===== src/assert_macros.svh =====
// Assertion macros shared by the palette expander modules.
`ifndef ASSERT_MACROS_SVH
`define ASSERT_MACROS_SVH

`ifndef SYNTHESIS

`define PITR_ASSERT(lbl, clk, rst_n, prop, msg) \
  lbl: assert property (@(posedge clk) disable iff (!rst_n) prop) else $error(msg);

`define PITR_NEVER(lbl, clk, rst_n, cond, msg) \
  lbl: assert property (@(posedge clk) disable iff (!rst_n) !(cond)) else $error(msg);

`else

`define PITR_ASSERT(lbl, clk, rst_n, prop, msg)

`define PITR_NEVER(lbl, clk, rst_n, cond, msg)

`endif

`endif


===== src/pitr_pkg.sv =====
// Types, codes and sizing constants of the palette expander.
package pitr_pkg;

  localparam int PAL_BYTES   = 1024;
  localparam int BANKS       = 4;
  localparam int BANK_ROWS   = (PAL_BYTES + BANKS - 1) / BANKS;
  localparam int ROW_W       = $clog2(BANK_ROWS);
  localparam int QUEUE_DEPTH = 2;
  localparam int QPTR_W      = (QUEUE_DEPTH > 1) ? $clog2(QUEUE_DEPTH) : 1;
  localparam int QCNT_W      = $clog2(QUEUE_DEPTH + 1);

  localparam logic [10:0] PAL_LIMIT = 11'(PAL_BYTES);

  localparam logic CMD_PAL_WRITE = 1'b0;
  localparam logic CMD_IMAGE     = 1'b1;

  localparam logic PF_RGBA32   = 1'b0;
  localparam logic PF_RGBA5551 = 1'b1;

  localparam logic [1:0] IMG_4BIT   = 2'd0;
  localparam logic [1:0] IMG_8BIT   = 2'd1;
  localparam logic [1:0] IMG_DIRECT = 2'd2;

  localparam logic [1:0] KIND_TWO = 2'd0;
  localparam logic [1:0] KIND_ONE = 2'd1;
  localparam logic [1:0] KIND_RAW = 2'd2;

  localparam logic REG_PALETTE_FORMAT = 1'b0;
  localparam logic REG_IMAGE_FORMAT   = 1'b1;

  typedef enum logic [1:0] {
    OP_WRITE,
    OP_PIX2,
    OP_PIX1,
    OP_RAW
  } op_e;

  typedef struct packed {
    logic       cmd;
    logic [9:0] palette_addr;
    logic [7:0] data_byte;
  } in_t;

  typedef struct packed {
    logic [1:0] out_kind;
    logic [7:0] first_red;
    logic [7:0] first_green;
    logic [7:0] first_blue;
    logic [7:0] first_alpha;
    logic [7:0] second_red;
    logic [7:0] second_green;
    logic [7:0] second_blue;
    logic [7:0] second_alpha;
    logic [7:0] raw_byte;
  } out_t;

  typedef struct packed {
    op_e        op;
    logic [9:0] addr;
    logic [7:0] data;
  } qent_t;

  typedef struct packed {
    logic  valid;
    qent_t entry;
  } push_t;

  typedef struct packed {
    logic [7:0] red;
    logic [7:0] green;
    logic [7:0] blue;
    logic [7:0] alpha;
  } pix_t;

endpackage


===== src/pitr_queue.sv =====
// Short queue between the front end and the back end.
module pitr_queue import pitr_pkg::*; (
  input  logic  clk_i,
  input  logic  rst_ni,
  input  push_t push_i,
  output logic  full_o,
  output logic  head_valid_o,
  output qent_t head_o,
  input  logic  pop_i
);

  qent_t             ent_q [QUEUE_DEPTH];
  logic [QPTR_W-1:0] wr_ptr_q, wr_ptr_d;
  logic [QPTR_W-1:0] rd_ptr_q, rd_ptr_d;
  logic [QCNT_W-1:0] count_q, count_d;

  localparam logic [QPTR_W-1:0] LastPtr = QPTR_W'(QUEUE_DEPTH - 1);
  localparam logic [QCNT_W-1:0] FullCnt = QCNT_W'(QUEUE_DEPTH);

  always_comb begin
    wr_ptr_d = wr_ptr_q;
    rd_ptr_d = rd_ptr_q;
    count_d  = count_q;
    if (push_i.valid) begin
      wr_ptr_d = (wr_ptr_q == LastPtr) ? '0 : wr_ptr_q + 1'b1;
    end
    if (pop_i) begin
      rd_ptr_d = (rd_ptr_q == LastPtr) ? '0 : rd_ptr_q + 1'b1;
    end
    if (push_i.valid && !pop_i) begin
      count_d = count_q + 1'b1;
    end else if (!push_i.valid && pop_i) begin
      count_d = count_q - 1'b1;
    end
  end

  always_ff @(posedge clk_i or negedge rst_ni) begin
    if (!rst_ni) begin
      wr_ptr_q <= '0;
      rd_ptr_q <= '0;
      count_q  <= '0;
    end else begin
      wr_ptr_q <= wr_ptr_d;
      rd_ptr_q <= rd_ptr_d;
      count_q  <= count_d;
    end
  end

  always_ff @(posedge clk_i) begin
    if (push_i.valid) begin
      ent_q[wr_ptr_q] <= push_i.entry;
    end
  end

  assign full_o       = (count_q == FullCnt);
  assign head_valid_o = (count_q != '0);
  assign head_o       = ent_q[rd_ptr_q];

  `include "assert_macros.svh"

  `PITR_NEVER(a_pop_when_empty, clk_i, rst_ni, pop_i && (count_q == '0), "pop from empty queue")
  `PITR_NEVER(a_count_bound, clk_i, rst_ni, count_q > FullCnt, "queue count beyond depth")

endmodule


===== config.mk =====
export PLATFORM = sky130hd
export DESIGN_NAME = pitr_queue
export DESIGN_NICKNAME = d
export VERILOG_FILES = /design/src/pitr_pkg.sv /design/src/pitr_queue.sv
export VERILOG_INCLUDE_DIRS = /design/src /design/src/src
export SDC_FILE = /design/constraint.sdc
export NUM_CORES = 1
export LEC_CHECK = 0
export ABC_AREA = 1
export BUFFER_PORTS_ARGS = -buffer_cell sky130_fd_sc_hd__buf_2
export CAP_MARGIN = 0
export CORE_MARGIN = 2
export CORE_UTILIZATION = 55
export CTS_CLUSTER_DIAMETER = 80
export DETAILED_ROUTE_END_ITERATION = 7
export GPL_TIMING_DRIVEN = 1
export PLACE_DENSITY = 0.83
export SKIP_LAST_GASP = 1
export SYNTH_ARGS = -nofsm -noshare
export SYNTH_HDL_FRONTEND = slang
export SYNTH_SLANG_ARGS = --single-unit
export TNS_END_PERCENT = 5

===== constraint.sdc =====
create_clock -name clk_i -period 2.4 [get_ports clk_i]
set_input_delay 0.24 -clock clk_i [delete_from_list [all_inputs] [get_ports clk_i]]
set_output_delay 0.24 -clock clk_i [all_outputs]
set_load 0.1 [all_outputs]

### Word level (Yosys, flattened, before mapping)

Memories as Yosys holds them, arrays and structs flattened.
Index checks and enable logic that the tools add are counted.

* add/subtract/negate cells: 4
* mux-type cells: 6
* reduce and logical (&&, ||, !) cells: 6
* eq/ne operators: 1

Operators with widths (count)
* 1-bit two-way mux: 4
* 2-bit two-way mux: 2
* 2-bit nonzero test: 2
* 1-bit adder (second input constant): 2
* 2-bit by 1-bit adder with 2-bit output (second input constant): 1
* 2-bit equality test (second input constant): 1
* 1-bit logical AND: 2
* 1-bit zero test: 2
* 2-bit by 1-bit subtractor with 2-bit output (second input constant): 1

* memories kept: 1
* register bits: 4
* memory bits (writable): 40
* input port bits: 24

Memories
* ent_q: words 2, width 20, rd ports 1, clocked after Yosys merged registers in 0, write ports 1, RTL line pitr_queue.sv:12 `qent_t ent_q [QUEUE_DEPTH];`

### Longest topological paths before layout

Gate-level depths: netlist of the first run.

* word-level depth: 4
* mapped depth: 7
* depth with buffers taken out: 7

### Worst setup path before layout of the first run

Ideal clock, no wire load.

* kind: flip-flop to output port
* from: register count_q[0]
* to: output full_o
* required time: 2160 ps
* stages on the path, launching flop included: 2
* path buffers: 0
* slack: 491 ps
* arrival: 1669 ps
* cell sequence: dfrtp_1 nor2_1

* cells in the longest elaborated chain, start to end: 1

Ends and longest elaborated chain
* from (decl): RTL line pitr_queue.sv:15 `logic [QCNT_W-1:0] count_q, count_d;`
* from (signal assigned): RTL line pitr_queue.sv:45 `count_q <= count_d;`
* 2-bit equality test: RTL line pitr_queue.sv:55 `assign full_o = (count_q == FullCnt);`
* to (decl): RTL line pitr_queue.sv:6 `output logic full_o,`

No other way between the ends.

==> results of run 1 <==
## cell usage in the layout (no fill, tap or decap), drive strengths merged
cell type,n
clkinv,1
xor2,2
clkbuf,6
nand3,1
xnor2,1
edfxtp,40
dlygate4sd3,1
mux2,20
inv,7
nor2,2
bufinv,1
buf,48
nand4,1
nand2,6
dfrtp,4
ha,1
## worst max-delay path, delay by kind of cell, from the launching register on
kind                   cells  cell delay (ns)
DFF                        1             0.64
buffers and inverters      2             0.57
muxes                      1             0.32
## kinds of logic after synthesis
| kind of cell | after synthesis | share of synthesized area |
|---|---|---|
| AND/OR/NAND/NOR | 10 | 0.02391 |
| multiplexers | 20 | 0.1717 |
| buffers and inverters | 9 | 0.02826 |
| XOR/XNOR | 3 | 0.01522 |
| flip-flops | 44 | 0.7536 |
| adder cells (fa/ha/maj) | 1 | 0.007245 |
## worst paths after layout
| check | from | slack [ns] | endpoint |
|---|---|---|---|
| min reg2reg | count_q[1] | 0.51 | count_q[1] |
| max in group asynchronous | rst_ni | 2.05 | wr_ptr_q |
| max reg2reg | wr_ptr_q | 0.91 | ent_q[0][9] |
| min in group asynchronous | rst_ni | 0.21 | rd_ptr_q |
| min | push_i[3] | 0.07 | ent_q[1][3] |
| max | rd_ptr_q | 0.29 | head_o[13] |
## state kept, by name, indices dropped and copies added, names as in the netlist
register	cells
rd_ptr_q	1
wr_ptr_q	1
ent_q	40
count_q	2
## cell type report
cell class | instances | share of cell area
inverter | 7 | 0.01236
clock buffer | 6 | 0.01942
tap | 44 | 0.02590
timing repair buffer | 49 | 0.1354
multi-input combinational | 34 | 0.1783
clock inverter | 2 | 0.01648
sequential | 44 | 0.6121
## layer usage
layer	GRT usage	vias up	share of wire
met5	0	-	0
met3	0.04545	7	0.036
met1	0.1806	425	0.38
met4	0.09524	0	0.021
li1	-	427	-
met2	0.2919	23	0.57
## repair_timing
action,CTS,global route
hold buffers,1,0
hold endpoints to repair,4,0
endpoints found under the setup margin,0,0
## metrics by stage
step / util / setup WS (ns) / instances
6_report: 0.7021 / 0.2855 / 186
5_1_grt: 0.7021 / 0.1657 / 186
4_1_cts: 0.7021 / 0.2503 / 186
3_5_place_dp: 0.6736 / 0.6512 / 177
3_3_place_gp: 0.6736 / 0.6958 / 177
2_1_floorplan: - / 0.4911 / 87
==> metrics.yaml, run 1 <==
finish:
  fillCellCount: 202
  drive_above_1_share: 0.5352
  multiInputGateArea_sq_um: 379.1
  final_net_count: 166
  antenna-diode-count: 0
  area_delta_synth_final_pct: 23.12
  ff_latch_area_sq_um: 1301
  final_design_area_no_fill_sq_um: 2126
setup_path:
  cp_data_arrival_time_ns: 1.87
  critPathRequiredTime_ns: 2.16
  critical_path.endpoint_type: "output port"
  worstSetupPathType: "reg2out"
  setup.worst_path.start_class: "flip-flop"
  timing.reg2reg.worst_path_depth: 2
  critical_path.max_fanout: 9
  critical-path-max-stage-delay_ns: 0.64
  worst_path_cell_chain: "buf_4 > mux2_4 > buf_2"
  crit_slowest_cell: "sky130_fd_sc_hd__dfrtp_1"
placed_design:
  place.detailed.hpwl_um: 1982
  dpl_cell_area_sq_um: 2039
  io_buffer_count: 45
  finalWeightedCongestion: 0.6542
timing:
  max-slew-margin-rel: 0.4657
  worst_clock_skew_ns: 0.01077
  final-setup-viol-count: 0
  final.hold.worst_slack_ns: 0.07220
  timing.final.crit_period_ns: 2.115
  max_clock_freq_mhz: 472.9
  final.period_utilization: 0.8810
  timing_max_transition_violations_final: 0
  tns_ns: 0
  unrepaired_setup_endpoints_after_global_routing: "no"
  timing_hold_violations_final: 0
  worstMarginPinSlew_ns: 0.8006
floorplan:
  die_x_um: 60.03
  core.rowCount: 20
  floorplan.die_area_sq_um: 3604
  pin_count: 46
  die_height_um: 60.03
  design.core.area_sq_um: 3028
  effective_utilization_at_floorplan: 0.5702
synthesis:
  synth_area_per_cell_sq_um: 19.85
  async_flop_share: 0.09091
  synth.lib_cells_used.distinct: 13
  ys_seq_area_frac: 0.7536
  ys_top_cells_by_area: "sky130_fd_sc_hd__edfxtp_1 (70%), sky130_fd_sc_hd__mux2_4 (17%), sky130_fd_sc_hd__dfrtp_1 (5.8%)"
  synth_common_cells: "sky130_fd_sc_hd__edfxtp_1 (40), sky130_fd_sc_hd__mux2_4 (19), sky130_fd_sc_hd__inv_1 (7)"
  netlist.top_cell.by_area: "sky130_fd_sc_hd__edfxtp_1"
  flops_latches_synth: 44
  dominantRegCellSynth: "sky130_fd_sc_hd__edfxtp_1"
  synth-warning-count: 0
  synth_edf_count: 40
  synthCells: 87
  synth.net_count: 112
  netlist_area_sq_um: 1727
  synthMostInstantiatedCell: "sky130_fd_sc_hd__edfxtp_1"
  synth_top_cell_area_share: 0.6957
cts:
  cts_tree: "done"
  clk_transition_reported_paths_ns: 0.12
  insertion_delay_ns: 0.35
  total_clock_buffers_created_by_cts: 5
  ctsResizeCount: 0
  cts_sinks: 44
  post-cts-setup-buffer-count: 0
  max-clock-path-buffers: 2
  cts-root-buf: "sky130_fd_sc_hd__clkbuf_4"
  cts_htree_levels: 2
detailed_routing:
  detailedRoute.firstIterationViolations: 33
  firstDrtPassIters: 4
  wirelength_um: 2663
  detailroute.via_count: 882
  postRouteAntennaNets: 0
  drt-wirelength-per-cell_um: 14.32
  via_per_inst: 4.742
  route.detailed.drc: 0
grt:
  globalRouteTotalUtil: 0.1671
  antenna_found_initial: 0
  first_pass_grt_wire_length_um: 4084
  grt_start_max_net_pins: 21
  grt_overflow_total: 0
  number_of_global_route_vias_before_repair: 894
outcome:
  outcome: "complete, no violations"
run:
  maxCapViolCount: 0
min_path:
  hp-class: "in2reg"
  hold_path_depth: 1
Power of run 1 is left out: the tool's default activity adds up to more than one toggle a clock period on the data nets, which glitch-free logic cannot reach.
==> run 2, diff against run 1 <==
CORE_ASPECT_RATIO = 1.1   (was not set)
==> metrics.yaml, run 2 (synthesis results as in run 1) <==
outcome:
  outcome: "complete, no violations"
detailed_routing:
  via_per_inst: 5.257  # +11%
  firstDrtPassIters: 4  # unchanged
  detailroute.via_count: 920  # +4.3%
  route.detailed.drc: 0  # unchanged
  wirelength_um: 2946  # +11%
  postRouteAntennaNets: 0  # unchanged
  drt-wirelength-per-cell_um: 16.83  # +18%
  detailedRoute.firstIterationViolations: 26  # -21%
run:
  maxCapViolCount: 0  # unchanged
grt:
  number_of_global_route_vias_before_repair: 981  # +9.7%
  antenna_found_initial: 0  # unchanged
  first_pass_grt_wire_length_um: 4692  # +15%
  grt_overflow_total: 0  # unchanged
  globalRouteTotalUtil: 0.1829  # +0.01573
  grt_start_max_net_pins: 21  # unchanged
floorplan:
  die_x_um: 57.42  # -4.3%
  floorplan.die_area_sq_um: 3604  # about the same
  core.rowCount: 21  # +5.0%
  pin_count: 46  # unchanged
  effective_utilization_at_floorplan: 0.5714  # +0.001181
  design.core.area_sq_um: 3022  # -0.21%
  die_height_um: 62.77  # +4.6%
setup_path:
  timing.reg2reg.worst_path_depth: 2  # unchanged
  worst_path_cell_chain: "buf_12 > mux2_4 > buf_12"
  critical_path.max_fanout: 13  # +4
  critical_path.most_common_cell: "sky130_fd_sc_hd__buf_12"
  setup.worst_path.start_class: "flip-flop"
  crit_slowest_cell: "sky130_fd_sc_hd__dfrtp_1"
  worstSetupStartpoint: "rd_ptr_q"
  crit-reg2reg-capture: "ent_q[0][5]"
  startpoint_of_the_worst_register_to_register_path: "wr_ptr_q"
  critical-path-max-stage-delay_ns: 0.70  # +0.06 ns
  critPathRequiredTime_ns: 2.16  # about the same
  cp_data_arrival_time_ns: 1.77  # -0.10 ns
  critical_path.endpoint_type: "output port"
  worstSetupPathType: "reg2out"
  cp-endpoint: "head_o[14]"
  r2r_slack_ns: 0.93  # +0.02 ns
cts:
  cts-root-buf: "sky130_fd_sc_hd__clkbuf_4"
  cts_tree: "done"
  insertion_delay_ns: 0.33  # -0.02 ns
  total_clock_buffers_created_by_cts: 5  # unchanged
  post-cts-setup-buffer-count: 0  # unchanged
  clk_transition_reported_paths_ns: 0.12  # about the same
  cts_htree_levels: 2  # unchanged
  max-clock-path-buffers: 2  # unchanged
  cts_sinks: 44  # unchanged
  hold_fix_buffer_count_after_cts: 1  # unchanged
  ctsResizeCount: 0  # unchanged
placed_design:
  place.detailed.hpwl_um: 2191  # +11%
  dpl_cell_area_sq_um: 2302  # +13%
  io_buffer_count: 45  # unchanged
  finalWeightedCongestion: 0.6452  # -1.4%
timing:
  timing_hold_violations_final: 0  # unchanged
  final.period_utilization: 0.8378  # -0.04323
  final-setup-viol-count: 0  # unchanged
  timing.final.crit_period_ns: 2.011  # -0.1038 ns
  unrepaired_setup_endpoints_after_global_routing: "no"
  worstMarginPinSlew_ns: 0.7415  # -0.05910 ns
  tns_ns: 0  # unchanged
  worst_clock_skew_ns: 0.01298  # +0.002209 ns
  max_clock_freq_mhz: 497.3  # +5.2%
  timing_max_transition_violations_final: 0  # unchanged
  max-slew-margin-rel: 0.5051  # +0.03944
finish:
  reg.largest.list: "ent_q: 40 flops, count_q: 2 flops"
  fin_util: 0.7967  # +0.09462
  area_delta_synth_final_pct: 39.42
  max_flop_register: "ent_q"
  final_design_area_no_fill_sq_um: 2407  # +13%
  layout_commonest_cell: "sky130_fd_sc_hd__edfxtp_1"
  most-common-layout-cells: "sky130_fd_sc_hd__edfxtp_1 (40), sky130_fd_sc_hd__buf_2 (25), sky130_fd_sc_hd__buf_12 (21)"
  drive_above_1_share: 0.5390  # +0.003796
  largest_register_ff_count: 40  # unchanged
  final_net_count: 165  # -0.60%
  antenna-diode-count: 0  # unchanged
min_path:
  hp-class: "in2reg"
## run 2: metrics by stage
stage / instances / hold WS (ns) / setup slack (ns)
2_1_floorplan: 87 / -0.05559 / 0.4911
5_1_grt: 175 / 0.06752 / 0.3075
3_5_place_dp: 166 / 0.05360 / 0.7465
4_1_cts: 175 / 0.06282 / 0.3544
3_3_place_gp: 166 / 0.04825 / 0.7937
6_report: 175 / 0.08488 / 0.3893
## run 2: per-layer routing
layer | GRT usage | up-vias | wire, um
met5 | 0 | - | 0
met1 | 0.1880 | 443 | 987
met2 | 0.3125 | 44 | 1626
li1 | - | 424 | -
met4 | 0.08721 | 0 | 111
met3 | 0.07867 | 9 | 220
## run 2: cell type report
| cell class | instances | area, sq um |
|---|---|---|
| clock buffers | 7 | 65.06 |
| inverters | 7 | 26.28 |
| multi-input cells | 34 | 379.1 |
| repair buffers | 48 | 563.0 |
| well taps | 34 | 42.54 |
| flip-flops and latches | 44 | 1301 |
| fillers | 183 | 614.3 |
| clock inverters | 1 | 30.03 |
## run 2: how the worst min path moves through the flow
stage | to | slack (ns) | cells past startpoint | start
floorplan | count_q[0] | -0.06 | 0 | rst_ni
global placement | count_q[1] | 0.05 | 1 | rst_ni
detailed placement | wr_ptr_q | 0.05 | 1 | rst_ni
CTS | ent_q[0][2] | 0.06 | 1 | push_i[2]
global route | ent_q[1][14] | 0.07 | 1 | push_i[14]
finish | ent_q[0][8] | 0.08 | 1 | push_i[8]
## run 2: worst max-delay path, delay by kind of cell, from the launching register on
kind     cells  cell delay, ns
mux          1            0.33
buf+inv      2            0.40
flops        1            0.70
Power of run 2 is left out for the same reason.
==> run 3, diff against run 2 <==
CORE_UTILIZATION = 51   (was 55)
PLACE_DENSITY = 0.78   (was 0.83)
clock period = 2 ns   (was 2.4 ns; I/O delays follow)
==> metrics.yaml, run 3 (synthesis results as in run 1) <==
outcome:
  outcome: "complete, no violations"
cts:
  ctsResizeCount: 0  # unchanged
  hold_fix_buffer_count_after_cts: 1  # unchanged
  total_clock_buffers_created_by_cts: 5  # unchanged
  post-cts-setup-buffer-count: 0  # unchanged
  cts_htree_levels: 2  # unchanged
  max-clock-path-buffers: 2  # unchanged
  clk_transition_reported_paths_ns: 0.12  # about the same
  cts_tree: "done"
  cts_sinks: 44  # unchanged
  cts-root-buf: "sky130_fd_sc_hd__clkbuf_4"
  insertion_delay_ns: 0.35  # +0.02 ns
floorplan:
  effective_utilization_at_floorplan: 0.5271  # -0.04431
  pin_count: 46  # unchanged
  design.core.area_sq_um: 3276  # +8.4%
  core.rowCount: 22  # +4.8%
  die_x_um: 59.48  # +3.6%
  floorplan.die_area_sq_um: 3868  # +7.3%
  die_height_um: 65.03  # +3.6%
timing:
  max_clock_freq_mhz: 573.5
  unrepaired_setup_endpoints_after_global_routing: "no"
  final.hold.worst_slack_ns: 0.02620  # -0.05868 ns
  max-slew-margin-rel: 0.6779  # +0.1728
  tns_ns: 0  # unchanged
  timing_hold_violations_final: 0  # unchanged
  worstMarginPinSlew_ns: 0.4865  # -0.2551 ns
  timing_max_transition_violations_final: 0  # unchanged
  timing.final.crit_period_ns: 1.744
  final.period_utilization: 0.8719
  worst_clock_skew_ns: 0.009933  # -0.003044 ns
  final-setup-viol-count: 0  # unchanged
finish:
  max_flop_register: "ent_q"
  antenna-diode-count: 0  # unchanged
  final_net_count: 167  # +1.2%
  final_design_area_no_fill_sq_um: 2392  # -0.62%
  fillCellCount: 203  # +11%
  reg.largest.list: "ent_q: 40 flops, count_q: 2 flops"
  area_delta_synth_final_pct: 38.55
  multiInputGateArea_sq_um: 379.1  # unchanged
  layout_commonest_cell: "sky130_fd_sc_hd__edfxtp_1"
  ff_latch_area_sq_um: 1301  # unchanged
  final_cells: 179  # +2.3%
  largest_register_ff_count: 40  # unchanged
  most-common-layout-cells: "sky130_fd_sc_hd__edfxtp_1 (40), sky130_fd_sc_hd__buf_2 (25), sky130_fd_sc_hd__buf_12 (20)"
  drive_above_1_share: 0.5315  # -0.007539
setup_path:
  timing.reg2reg.worst_path_depth: 2  # unchanged
  worstSetupPathType: "reg2out"
  critical_path.max_fanout: 10  # -3
  crit-reg2reg-capture: "ent_q[0][6]"
  setup.worst_path.start_class: "flip-flop"
  critPathRequiredTime_ns: 1.80  # -0.36 ns
  cp_data_arrival_time_ns: 1.54  # -0.23 ns
  critical_path.endpoint_type: "output port"
  r2r_slack_ns: 0.86  # -0.07 ns
  startpoint_of_the_worst_register_to_register_path: "wr_ptr_q"
min_path:
  timing.hold.worst.start: "push_i[9]"
  hp-class: "in2reg"
  hold_path_depth: 1  # unchanged
  worst_hold_path.endpoint: "ent_q[1][9]"
grt:
  first_pass_grt_wire_length_um: 4257  # -9.3%
  grt_overflow_total: 0  # unchanged
  globalRouteTotalUtil: 0.1610  # -0.02181
  grt_start_max_net_pins: 21  # unchanged
  antenna_found_initial: 0  # unchanged
  number_of_global_route_vias_before_repair: 908  # -7.4%
detailed_routing:
  via_per_inst: 4.872  # -7.3%
  detailroute.via_count: 872  # -5.2%
  drt-wirelength-per-cell_um: 15.07  # -10%
  detailedRoute.firstIterationViolations: 36  # +38%
  postRouteAntennaNets: 0  # unchanged
  route.detailed.drc: 0  # unchanged
  wirelength_um: 2697  # -8.5%
  firstDrtPassIters: 4  # unchanged
placed_design:
  dpl_cell_area_sq_um: 2307  # +0.22%
  finalWeightedCongestion: 0.6314  # -2.1%
  io_buffer_count: 45  # unchanged
  dpl.cell_count: 170  # +2.4%
  place.detailed.hpwl_um: 2027  # -7.5%
run:
  maxCapViolCount: 0  # unchanged
## run 3: cell count changes in the layout (fill, tap and decap cells not counted), sizes merged
| cell | previous run | this run |
|---|---|---|
| buf | 47 | 49 |
| clkbuf | 7 | 5 |
| clkinv | 0 | 2 |
## run 3: layer usage
| metal | wire length, um | vias up | global-route usage |
|---|---|---|---|
| li1 | - | 429 | - |
| met1 | 1074 | 400 | 0.1909 |
| met2 | 1363 | 38 | 0.2514 |
| met3 | 210 | 5 | 0.07186 |
| met4 | 48 | 0 | 0.06818 |
| met5 | 0 | - | 0 |
## run 3: worst max-delay path: stages, from the launching register on
cell	delay [ns]
sky130_fd_sc_hd__dfrtp_1	0.40
sky130_fd_sc_hd__buf_4	0.23
sky130_fd_sc_hd__mux2_2	0.39
sky130_fd_sc_hd__buf_12	0.17
## run 3: worst max-delay path by stage
stage	from	depth (start not counted)	end
3_3_place_gp	rd_ptr_q	3	head_o[9]
3_5_place_dp	rd_ptr_q	3	head_o[9]
5_1_grt	rd_ptr_q	3	head_o[9]
4_1_cts	rd_ptr_q	3	head_o[9]
6_report	rd_ptr_q	3	head_o[9]
2_1_floorplan	count_q[0]	1	full_o
## run 3: layout make-up
| class | count | share of cell area |
|---|---|---|
| multi-input cells | 34 | 0.1585 |
| clock inverters | 3 | 0.01569 |
| flip-flops and latches | 44 | 0.5439 |
| well taps | 36 | 0.01883 |
| repair buffers | 50 | 0.2364 |
| inverters | 7 | 0.01098 |
| clock buffers | 5 | 0.01569 |
## run 3: through the flow
step | util | setup WS [ns]
2_1_floorplan | - | 0.1311
3_3_place_gp | 0.7044 | 0.6618
3_5_place_dp | 0.7044 | 0.6269
4_1_cts | 0.7303 | 0.2372
5_1_grt | 0.7303 | 0.1498
6_report | 0.7303 | 0.2562
Power of run 3 is left out for the same reason.
